## src/sv/lps_ram.sv

```systemverilog
// ---------------------------------------------------------------------------
// lps_ram
// Generic simple dual-port ram: one write port, one read port with a
// registered read; a read of the address being written returns old data.
// ---------------------------------------------------------------------------
module lps_ram #(
   parameter int WIDTH = 8,
   parameter int DEPTH = 256
) (
   input  logic                     clock,
   input  logic                     wr_en,
   input  logic [$clog2(DEPTH)-1:0] wr_addr,
   input  logic [WIDTH-1:0]         wr_data,
   input  logic                     rd_en,
   input  logic [$clog2(DEPTH)-1:0] rd_addr,
   output logic [WIDTH-1:0]         rd_data
);

   logic [WIDTH-1:0] mem_ff [DEPTH];
   logic [WIDTH-1:0] rd_data_ff;

   // write port
   always_ff @(posedge clock) begin
      if (wr_en) begin
         mem_ff[wr_addr] <= wr_data;
      end
   end

   // registered read port
   always_ff @(posedge clock) begin
      if (rd_en) begin
         rd_data_ff <= mem_ff[rd_addr];
      end
   end

   assign rd_data = rd_data_ff;

endmodule

```

## config.mk

```make
export PLATFORM = sky130hd
export DESIGN_NAME = lps_ram
export DESIGN_NICKNAME = d
export VERILOG_FILES = /design/src/sv/lps_ram.sv
export SDC_FILE = /design/constraint.sdc
export NUM_CORES = 2
export LEC_CHECK = 0
export ABC_CLOCK_PERIOD_IN_PS = 3300
export BUFFER_PORTS_ARGS = -buffer_cell sky130_fd_sc_hd__buf_4
export CAP_MARGIN = 10
export CORE_MARGIN = 2
export CORE_UTILIZATION = 35
export CTS_BUF_LIST = sky130_fd_sc_hd__clkbuf_8 sky130_fd_sc_hd__clkbuf_16
export DETAILED_ROUTE_END_ITERATION = 10
export GPL_ROUTABILITY_DRIVEN = 0
export PLACE_DENSITY = 0.57
export SYNTH_ARGS = -nofsm -noshare
export SYNTH_HDL_FRONTEND = slang
export SYNTH_SLANG_ARGS = --single-unit
export TNS_END_PERCENT = 10
```

## constraint.sdc

```tcl
create_clock -name clock -period 3.3 [get_ports clock]
set_clock_uncertainty 0.05 [all_clocks]
set_input_delay 0.66 -clock clock [delete_from_list [all_inputs] [get_ports clock]]
set_output_delay 0.66 -clock clock [all_outputs]
set_load 0.02 [all_outputs]
```

## After elaboration in Yosys (flattened, before gate mapping)

Memory sizes are Yosys's and may differ from the RTL's. A register that Yosys moved wholly into a read port is not among the register bits.
Index checks and enable logic that the tools add are counted.

| storage, ports and cells | value |
|---|---|
| bits in registers | 0 |
| bits in writable memories | 2,048 |
| bits of input ports | 27 |
| output and inout bits | 8 |
| logic and storage cells | 3 |
| memories kept | 1 |

Memory list:

| memory | depth | width | read ports | clocked after Yosys merged registers in | wr ports | RTL line | text |
|---|---|---|---|---|---|---|---|
| mem_ff | 256 | 8 | 1 | 1 | 1 | 19 | `logic [WIDTH-1:0] mem_ff [DEPTH];` |

| cells by class | value |
|---|---|
| multiplexer cells | 2 |

Operators with widths:

| kind | number |
|---|---|
| $mux 1 | 2 |

## Longest topological paths before layout

| depth | value |
|---|---|
| depth after elaboration | 2 |
| mapped depth | 11 |
| depth with buffers taken out | 6 |

## Worst setup path after synthesis

Ideal clock, no wire load.

| path | value |
|---|---|
| path type | input -> register |
| from | in rd_addr[0] |
| to | reg rd_data_ff[2] (netlist: rd_data[2]), read port of mem_ff, data pin |
| setup time | 269 ps |
| data arrival time | 2,467 ps |
| data required time | 2,981 ps |
| slack | 514 ps |
| cell stages on the path | 9 |
| path buffers | 4 |
| cells stage by stage | buf_6 -> buf_12 -> buf_8 -> buf_2 -> mux4_2 -> a22oi_1 -> a21oi_1 -> nor4_1 -> nor4_2 |

RTL lines:

| what | RTL line | text |
|---|---|---|
| start, declared | 15 | `input logic [$clog2(DEPTH)-1:0] rd_addr,` |
| end, declared | 20 | `logic [WIDTH-1:0] rd_data_ff;` |

==> results by group <==
Run status
  • Status: complete, no violations

Critical path
  • Largest stage delay on the critical path: 0.78 ns
  • Startpoint Class: input pin
  • Crit end category: flop
  • Reg2Reg Depth: 6
  • CP dominant cell by count: buf_4
  • Worst path slowest cell: nor4_1
  • Flop2flop setup slack: 0.21 ns
  • Reg2reg start: mem_ff[70][4]
  • Crit Path Class: in -> reg
  • Worst-path maximum fanout: 28
  • CP cell instances: buf_8 > buf_12 > buf_12 > buf_4 > mux4_2 > o211ai_1 > a21oi_1 > buf_4 > nor4_1 > buf_4 > nor4_1
  • WP data required: roughly 3.8 ns
  • CP arrival: about 3.7 ns
  • Reg-to-Reg End: rd_data[4]

Timing
  • F_max: 316 MHz
  • Fin Hold WS: between 0.08 and 0.09 ns
  • Slew Limit Fails: 0
  • Fin crit period: 3.16 ns
  • Fin crit share: 95.8%
  • Slew HR: 31.0%
  • Worst Max-Slew Pin Slew: 1.03 ns
  • Setup WS post-layout: 0.139 ns
  • Setup repair after global routing missed its margin: false
  • Setup Viol. Count Final: 0
  • Final Hold Viols: 0

Synthesis
  • Post-Synth Adder-Cell Area: 0%
  • Multiplexer share of the synthesized area: 14.6%
  • Top FF cell, synth: edfxtp_1
  • Seq/Total Area, Yosys: approximately 78%
  • Synth Cell Area: 79600 µm²
  • Yosys top cell area share: 77.5%
  • YS warnings: 0
  • Synth Register Bits: between 2000 and 2500
  • Mean Syn Cell Area: approximately 21 µm²
  • Top post-synthesis cells by count: edfxtp_1 (2056), mux4_2 (454), nor2_1 (282), mux2i_1 (134), a22oi_1 (133)
  • Syn nets: 3760
  • EDFF count, synth: roughly 2000
  • Simple-gate portion of the synthesized area: 2.63%
  • Synth area leader: edfxtp_1
  • Most frequent cell after synthesis: edfxtp_1
  • Cells after synthesis: 3733
  • Largest family of logic cells by synthesized area: multiplexers
  • Synth Area in XOR/XNOR: 0%
  • Synth top area cells: edfxtp_1 (78%), mux4_2 (13%), mux2i_1 (1.7%)
  • Yosys cell types: 54
  • Synth Area in Compound Gates: about 3.4%
  • FFs w/ async S/R, synth: 0%

Floorplan
  • Die Wd: 481 µm
  • FP Rows: 175
  • Chip Height: 481 µm
  • Die ar.: 231000 µm²
  • Core area: 227000 µm²
  • Initial core utilization: 35.1%
  • # IOs: 35

Final layout
  • Fin cells: 7559
  • Reg area: 61700 µm²
  • Net count reported at finish: 4403
  • Area Overhead vs Synth: 18.8%
  • Layout cells sized above 1: 31.3%
  • Area of the multi-input gates: 16500 µm²
  • Fillers: 19800

Placed design
  • Worst slack at placement: -0.914 ns
  • Final HPWL DP: 136000 µm
  • Placed insts: 7174
  • Number of port buffers: 34

Power
  • Leakage power: ~30 nW
  • Power Internal: 42.9 mW
  • Overall power: roughly 55 mW
  • P_sw: 11.9 mW
  • Pwr/cell area: 578 nW/µm²
  • Gate power share: 5.5%
  • Max VDD drop: 0.575 mV
  • Switch share: 21.7%
  • Clock network fraction of design power: 41.8%
  • Sequential power share: a little over half

Clock network
  • # H-tree levels: 4
  • CTS clk-pin slew, worst paths: 0.06 ns
  • Clock tree buffer depth: 3
  • Clk sinks: 2056
  • TritonCTS Buffers: 209
  • Clock tree from TritonCTS: built
  • Post-CTS setup buffer count: 0
  • Root Driver: clkbuf_16
  • Worst-Skew Late Latency: about 0.86 ns

GRT
  • Maximum number of pins on one net before global-route repair: 99
  • Initial antenna violation count: 6
  • Total grt overflow: 0
  • Vias in the first global route: approximately 41000
  • GRT Total Usage: 17.9%
  • First-pass GRT wire length: 299000 µm

Worst hold path
  • Worst hold stages: 1
  • Hold endpoint: mem_ff[208][5]
  • Worst Hold Launch: wr_data[5]
  • HP Class: in -> reg

Route
  • Met3 WL post-DR: 14000 µm
  • Remaining antenna violation count: 0
  • Via count: 40500
  • Drt total wl: 209000 µm
  • WL met1: 88400 µm
  • Avg WL per Cell: 27.6 µm
  • Iteration-0 DRC count of the detailed router: 4471
  • Metal2 WL: 100000 µm
  • Vias per cell: 5.35
  • Drc violations: 0
  • First-pass DRT Iterations: 7
  • Top Metal Used: met4

Job
  • MaxCap Viol Count: 0
[power by group through the flow]
stage / Clock (mW) / Combinational [mW] / Sequential (mW)
floorplan: 0 / 1.40 / 29.4
global placement: 0 / 3.00 / 29.4
detailed placement: 0 / 3.03 / 29.4
CTS: 23.3 / 3.04 / 28.9
global route: 24.3 / 3.17 / 28.8
finish: 22.9 / 3.00 / 28.8
[worst max-delay path by stage]
stage / startpoint / to / slack (ns) / cells past startpoint
floorplan: rd_addr[0] / rd_data[2] / 0.51 / 9
global placement: rd_addr[0] / rd_data[2] / -0.87 / 11
detailed placement: rd_addr[0] / rd_data[2] / -0.91 / 11
CTS: rd_addr[0] / rd_data[4] / 0.14 / 11
global route: rd_addr[0] / rd_data[4] / 0.03 / 12
finish: rd_addr[0] / rd_data[4] / 0.14 / 11
[placed cells by master (no fill, tap or decap), types with 7 or more instances in the layout]
| cell | n |
|---|---|
| edfxtp_1 | 2056 |
| buf_4 | 587 |
| mux4_2 | 454 |
| nor2_1 | 279 |
| clkbuf_16 | 209 |
| mux2i_1 | 134 |
| a22oi_1 | 133 |
| a21oi_1 | 96 |
| buf_12 | 68 |
| inv_1 | 52 |
| clkinv_1 | 46 |
| o221ai_1 | 46 |
| clkinv_2 | 39 |
| nand3_1 | 34 |
| nand2_1 | 33 |
| o22ai_1 | 28 |
| nor2b_1 | 28 |
| nor4_1 | 23 |
| nor3_1 | 22 |
| bufinv_16 | 17 |
| a211oi_1 | 16 |
| a221oi_1 | 13 |
| nand4_1 | 10 |
| o211ai_1 | 10 |
| o21ai_0 | 10 |
| buf_8 | 10 |
| nand2b_1 | 8 |
| a22o_1 | 8 |
| clkinv_16 | 7 |
[stage by stage]
stage	cell area (µm²)	utilization, %	setup TNS [ns]
3_3_place_gp	87900	38.8	-4.23
5_1_grt	94600	41.7	0
6_report	94600	41.7	0
3_5_place_dp	87900	38.8	-4.27
4_1_cts	94600	41.7	0
2_1_floorplan	79600	-	0
[sequential cells by signal (all words and copies together), names as in the netlist]
name / count
mem_ff: 2048
rd_data: 8
[cell type report]
cell class                      count  area share [%]
Tap cell                         3009            3.98
Clock inverter                    172            1.51
Timing Repair Buffer              665            6.26
Inverter                            2         0.00794
Antenna cell                        4          0.0106
Sequential cell                  2056            65.3
Multi-Input combinational cell   1442            17.4
Clock buffer                      209            5.53
[what timing repair did]
item,CTS,global route
setup endpoints to repair,1,0
gates resized for setup,1,0
hold buffers,0,0
[logic make-up after synthesis]
kind of cell,count (synthesis)
flops,2056
mux,591
simple gates,466
compound gates,385
buf+inv,235
[worst max-delay path: cells and delay by family]
kind            cells  cell delay (ns)
buf+inv             6             1.24
simple gates        2             0.83
compound gates      2             0.35
mux                 1             0.53
[routing by layer]
layer	GRT usage, %	vias up
met5	0	-
met4	4.87	0
met3	2.92	310
met2	29.0	1498
met1	25.1	21700
li1	-	17000
Power figures use the tool's default switching activity.
